File: config.mk
export PLATFORM = sky130hd
export DESIGN_NAME = wlfd_mul
export DESIGN_NICKNAME = d
export VERILOG_FILES = /design/src/hw/rtl/wlfd_mul.sv
export SDC_FILE = /design/constraint.sdc
export NUM_CORES = 2
export LEC_CHECK = 0
export BUFFER_PORTS_ARGS = -buffer_cell sky130_fd_sc_hd__buf_4
export CAP_MARGIN = 25
export CORE_MARGIN = 2
export CORE_UTILIZATION = 40
export CTS_CLUSTER_SIZE = 8
export DETAILED_ROUTE_END_ITERATION = 16
export HOLD_SLACK_MARGIN = 0.15
export PLACE_DENSITY = 0.65
export SYNTH_ARGS = -nofsm -noshare
export SYNTH_HDL_FRONTEND = slang
export SYNTH_SLANG_ARGS = --single-unit
File: constraint.sdc
create_clock -name clk -period 7.1 [get_ports clk]
set_input_delay 0.355 -clock clk [delete_from_list [all_inputs] [get_ports clk]]
set_output_delay 0.355 -clock clk [all_outputs]
set_load 0.005 [all_outputs]
File: src/hw/rtl/wlfd_mul.sv
module wlfd_mul (
	input  logic               clk,
	input  logic signed [31:0] a,
	input  logic signed [31:0] b,
	output logic signed [63:0] p_q
);

	always_ff @(posedge clk) begin
		p_q <= a * b;
	end

endmodule

; After elaboration in Yosys (flattened, before gate mapping)
; Index checks and enable logic that the tools add are counted.
[op_classes]
mul = 1
[ops]
columns = cell, count
row1 = $mul 32x32->64, 1
[totals]
out_inout_bits = 64
input_bits = 65
regBits = 64

; Depth between registers and ports, before layout
[logic_depth]
ltp_word = 1
depth_mapped = 28
ltp_nobuf = 27

; Worst setup path before layout
; OpenSTA, ideal clock, no wires.
[synth_path]
path_kind = input port to flip-flop
start = input port b[2]
end = register p_q[62]
stages = 24
t_required_ps = 7028
path_slack_ps = -516
setup_time_ps = 72
path_buffers = 1
t_arrival_ps = 7544
cell_sequence = clkbuf_1 -> nand2_1 -> inv_1 -> fa_1 -> fa_1 -> fa_1 -> fa_1 -> inv_1 -> fa_1 -> inv_1 -> fa_1 -> inv_1 -> fa_1 -> inv_1 -> fa_1 -> ha_1 -> and3_1 -> nand2_1 -> or3_1 -> o22a_1 -> o211ai_1 -> a31oi_1 -> o31ai_1 -> xor2_1
[synth_via]
elab_chain_cells = 1
[synth_rtl]
columns = item, line_no
row1 = from (decl), 4  ; input logic signed [31:0] b,
row2 = $mul 32x32->64, 9  ; p_q <= a * b;
row3 = to (signal assigned), 9
row4 = to (decl), 5  ; output logic signed [63:0] p_q
; No other way between the ends.

; Worst setup path after layout
[layout_path]
start = input port a[12]
end = register p_q[62]
[layout_via]
elab_chain_cells = 1
[layout_rtl]
columns = item, line_no
row1 = from (decl), 3  ; input logic signed [31:0] a,
row2 = $mul 32x32->64, 9
; No other way between the ends.

==> results.txt <==
CTS tree -> done
Post-synth EDFFs -> 0
simple-gate share of the synthesized area -> 15.4%
wire length on met2 -> 51,400 um
met3 routed wirelength -> 5580 um
largest family of logic cells by synthesized area -> adder cells
Routed WL per cell -> 18.1 um
DP Cell Count -> 5,503
placed inst area -> 0.0428 mm^2
WL met1 -> 39,600 um
outcome -> finished, violations left
largest net degree at the start of global routing -> 29
xor and xnor fraction of the mapped netlist area -> 1.76%
Die Y-Extent -> 309 um
clk sinks -> 64
Final Hold Vio Count -> 0
Yosys Warn Count -> 0
clk root buf -> clkbuf_16
highest metal layer with signal wires -> met4
asr flop ratio synth -> 0%
layout cells sized above 1 -> 17.7%
crit start category -> input port
Synth Cell Area -> 0.0372 mm^2
nets -> 5,622
Required @ worst endpoint -> 7430 ps
Total GRT Usage -> 22.3%
Least-Margin Pin Slew -> 481 ps
min Tclk post-route -> 7250 ps
violated checks -> setup timing
area delta synth->final -> 19.2%
type of the tightest min-delay check -> in -> reg
Routed Antenna Nets -> 0
drt drc -> 0
Most flops, register -> p_q
# H-tree levels -> 3
Final Cell Area -> 0.0444 mm^2
IO Count -> 129
post-synthesis compound-gate area fraction -> 3.46%
RSZ-0062 raised after global routing -> true
Yosys reg bits -> 64
GRT Residual Overflow -> 0
number of global-route vias before repair -> 30,066
CTS clk-pin slew, worst paths -> 70 ps
First DRT Iteration DRCs -> 1,267
total number of vias -> 26,767
Max Clock Freq -> 0.138 GHz
crit path capture type -> register
final setup fails -> 4
first-pass GRT wire length -> 164,000 um
GPL Wtd Cong -> 0.867
Max FO, Critical Path -> 13
Initial Util -> 40.5%
1st-pass router iterations -> 6
syn_area_per_cell -> 9.59 um^2
cts bufs inserted -> 9
fin cells -> 5,540
Worst Path Arrival -> 7580 ps
mux share of post-synthesis cell area -> 0%
I/O Buffers -> 128
Tcrit/Tclk final -> 102%
setup ws final -> -151 ps
Util after Layout -> 48.3%
final WL -> 100,000 um
filler cell count -> 8,542
Mapped Cells -> 3,884
antenna violations before repair -> 1
vias per cell -> 4.83
unique cell type count in the Yosys netlist -> 63
Final Max Tran Viols -> 0
max cap viols -> 0
CTS max path bufs -> 2
adder-cell share of the synthesized area -> 64.3%
crit path kind -> in -> reg
Rel. slew slack -> 67.9%
largest registers -> p_q (64)
Post-CTS Hold Buffers -> 0
FP Rows -> 111
TNS Setup -> -323 ps
core box area -> 0.0919 mm^2
die width -> 309 um
DP Wirelength -> 88,200 um
max reg flops -> 64
Synth Net Count -> 5,215
die area -> 0.0956 mm^2
sequential cell area fraction in the yosys report -> 3.44%
Primary FF master, synth -> dfxtp_1
what timing repair did:
action	in CTS	in global routing
resized for setup	67	167
setup buffers	6	12
setup endpoints to repair	12	22
cloned	0	2
pin swaps	17	69
cells in the mapped netlist (3+ instances only):
cell type | instances | area (um^2)
fa_1 | 1082 | 21700
inv_1 | 952 | 3570
and2_1 | 516 | 3230
nand2_1 | 511 | 1920
clkbuf_1 | 195 | 732
ha_1 | 184 | 2300
a21oi_1 | 68 | 340
dfxtp_1 | 64 | 1280
xnor2_1 | 53 | 464
nor2_1 | 42 | 158
o21ai_0 | 28 | 140
a21o_1 | 23 | 173
xor2_1 | 22 | 193
nand3_1 | 15 | 75.1
o21bai_1 | 15 | 113
a31oi_1 | 12 | 75.1
nand2b_1 | 9 | 56.3
and3_1 | 7 | 43.8
nand4_1 | 7 | 43.8
nor3_1 | 6 | 30.0
o31ai_1 | 6 | 45.0
a211oi_1 | 4 | 30.0
o21a_1 | 4 | 30.0
or3_1 | 4 | 25.0
a211oi_2 | 3 | 37.5
a21boi_0 | 3 | 22.5
and4_1 | 3 | 26.3
buf_2 | 3 | 15.0
nor2b_1 | 3 | 18.8
o211ai_1 | 3 | 22.5
metal layers:
metal	GRT usage, %	up-vias
met5	0	-
met4	7.24	0
met3	3.99	158
met2	38.8	669
met1	28.1	14081
li1	-	11859
cells by family after synthesis:
| group | Yosys count |
|---|---|
| XOR/XNOR | 75 |
| AO/OA/AOI/OAI | 193 |
| buffers and inverters | 1152 |
| flip-flops | 64 |
| adder cells (fa/ha/maj) | 1266 |
| AND/OR/NAND/NOR | 1134 |
critical path: stages:
cell,delay (ps)
buf_6,140
buf_12,150
and2_1,150
fa_1,550
inv_1,50
fa_1,470
inv_1,50
fa_1,480
fa_1,620
fa_1,480
fa_1,520
fa_1,440
fa_1,460
ha_1,310
buf_4,140
nand4_1,210
o21bai_4,260
nor3_2,170
a21oi_1,60
buf_4,190
o211ai_1,410
buf_4,220
buf_6,110
a31oi_4,100
o31ai_2,260
xor2_1,180
placed cells by master (no fill, tap or decap), drive strengths merged, types with 4 or more instances in the layout:
cell type / count
nor2: 42
o21ai: 31
inv: 951
fa: 1082
nor3: 7
a21o: 25
o21a: 4
a31oi: 13
nand2: 511
a21oi: 68
and3: 9
and4: 4
clkbuf: 13
xor2: 22
dfxtp: 64
nand4: 7
xnor2: 53
nand3: 15
nand2b: 9
o21bai: 15
o31ai: 7
a211oi: 8
buf: 594
and2: 516
ha: 184
or3: 5
through the flow:
step	setup WS [ps]	hold WS (ps)
finish	-151	547
global route	-323	575
CTS	-154	521
detailed placement	-812	734
global placement	-783	735
floorplan	-250	482
cell type report:
type | instances | area (um^2) | area share (%)
repair buffers | 596 | 5250 | 11.8
multi-input cells | 2668 | 32400 | 73.0
diodes | 1 | 2.50 | 0.00564
clock inverters | 5 | 81.3 | 0.183
inverters | 952 | 3580 | 8.06
clock buffers | 11 | 233 | 0.524
well taps | 1243 | 1560 | 3.50
flip-flops and latches | 64 | 1280 | 2.89
path summary, 6_finish.rpt:
path	from	end	slack, ps	depth (start not counted)
setup / recovery	a[12]	p_q[62]	-150	26
hold / removal	a[0]	p_q[0]	550	3
Power is not shown: default switching activity piles up to over one toggle a cycle in this logic, so the estimate is an artifact.
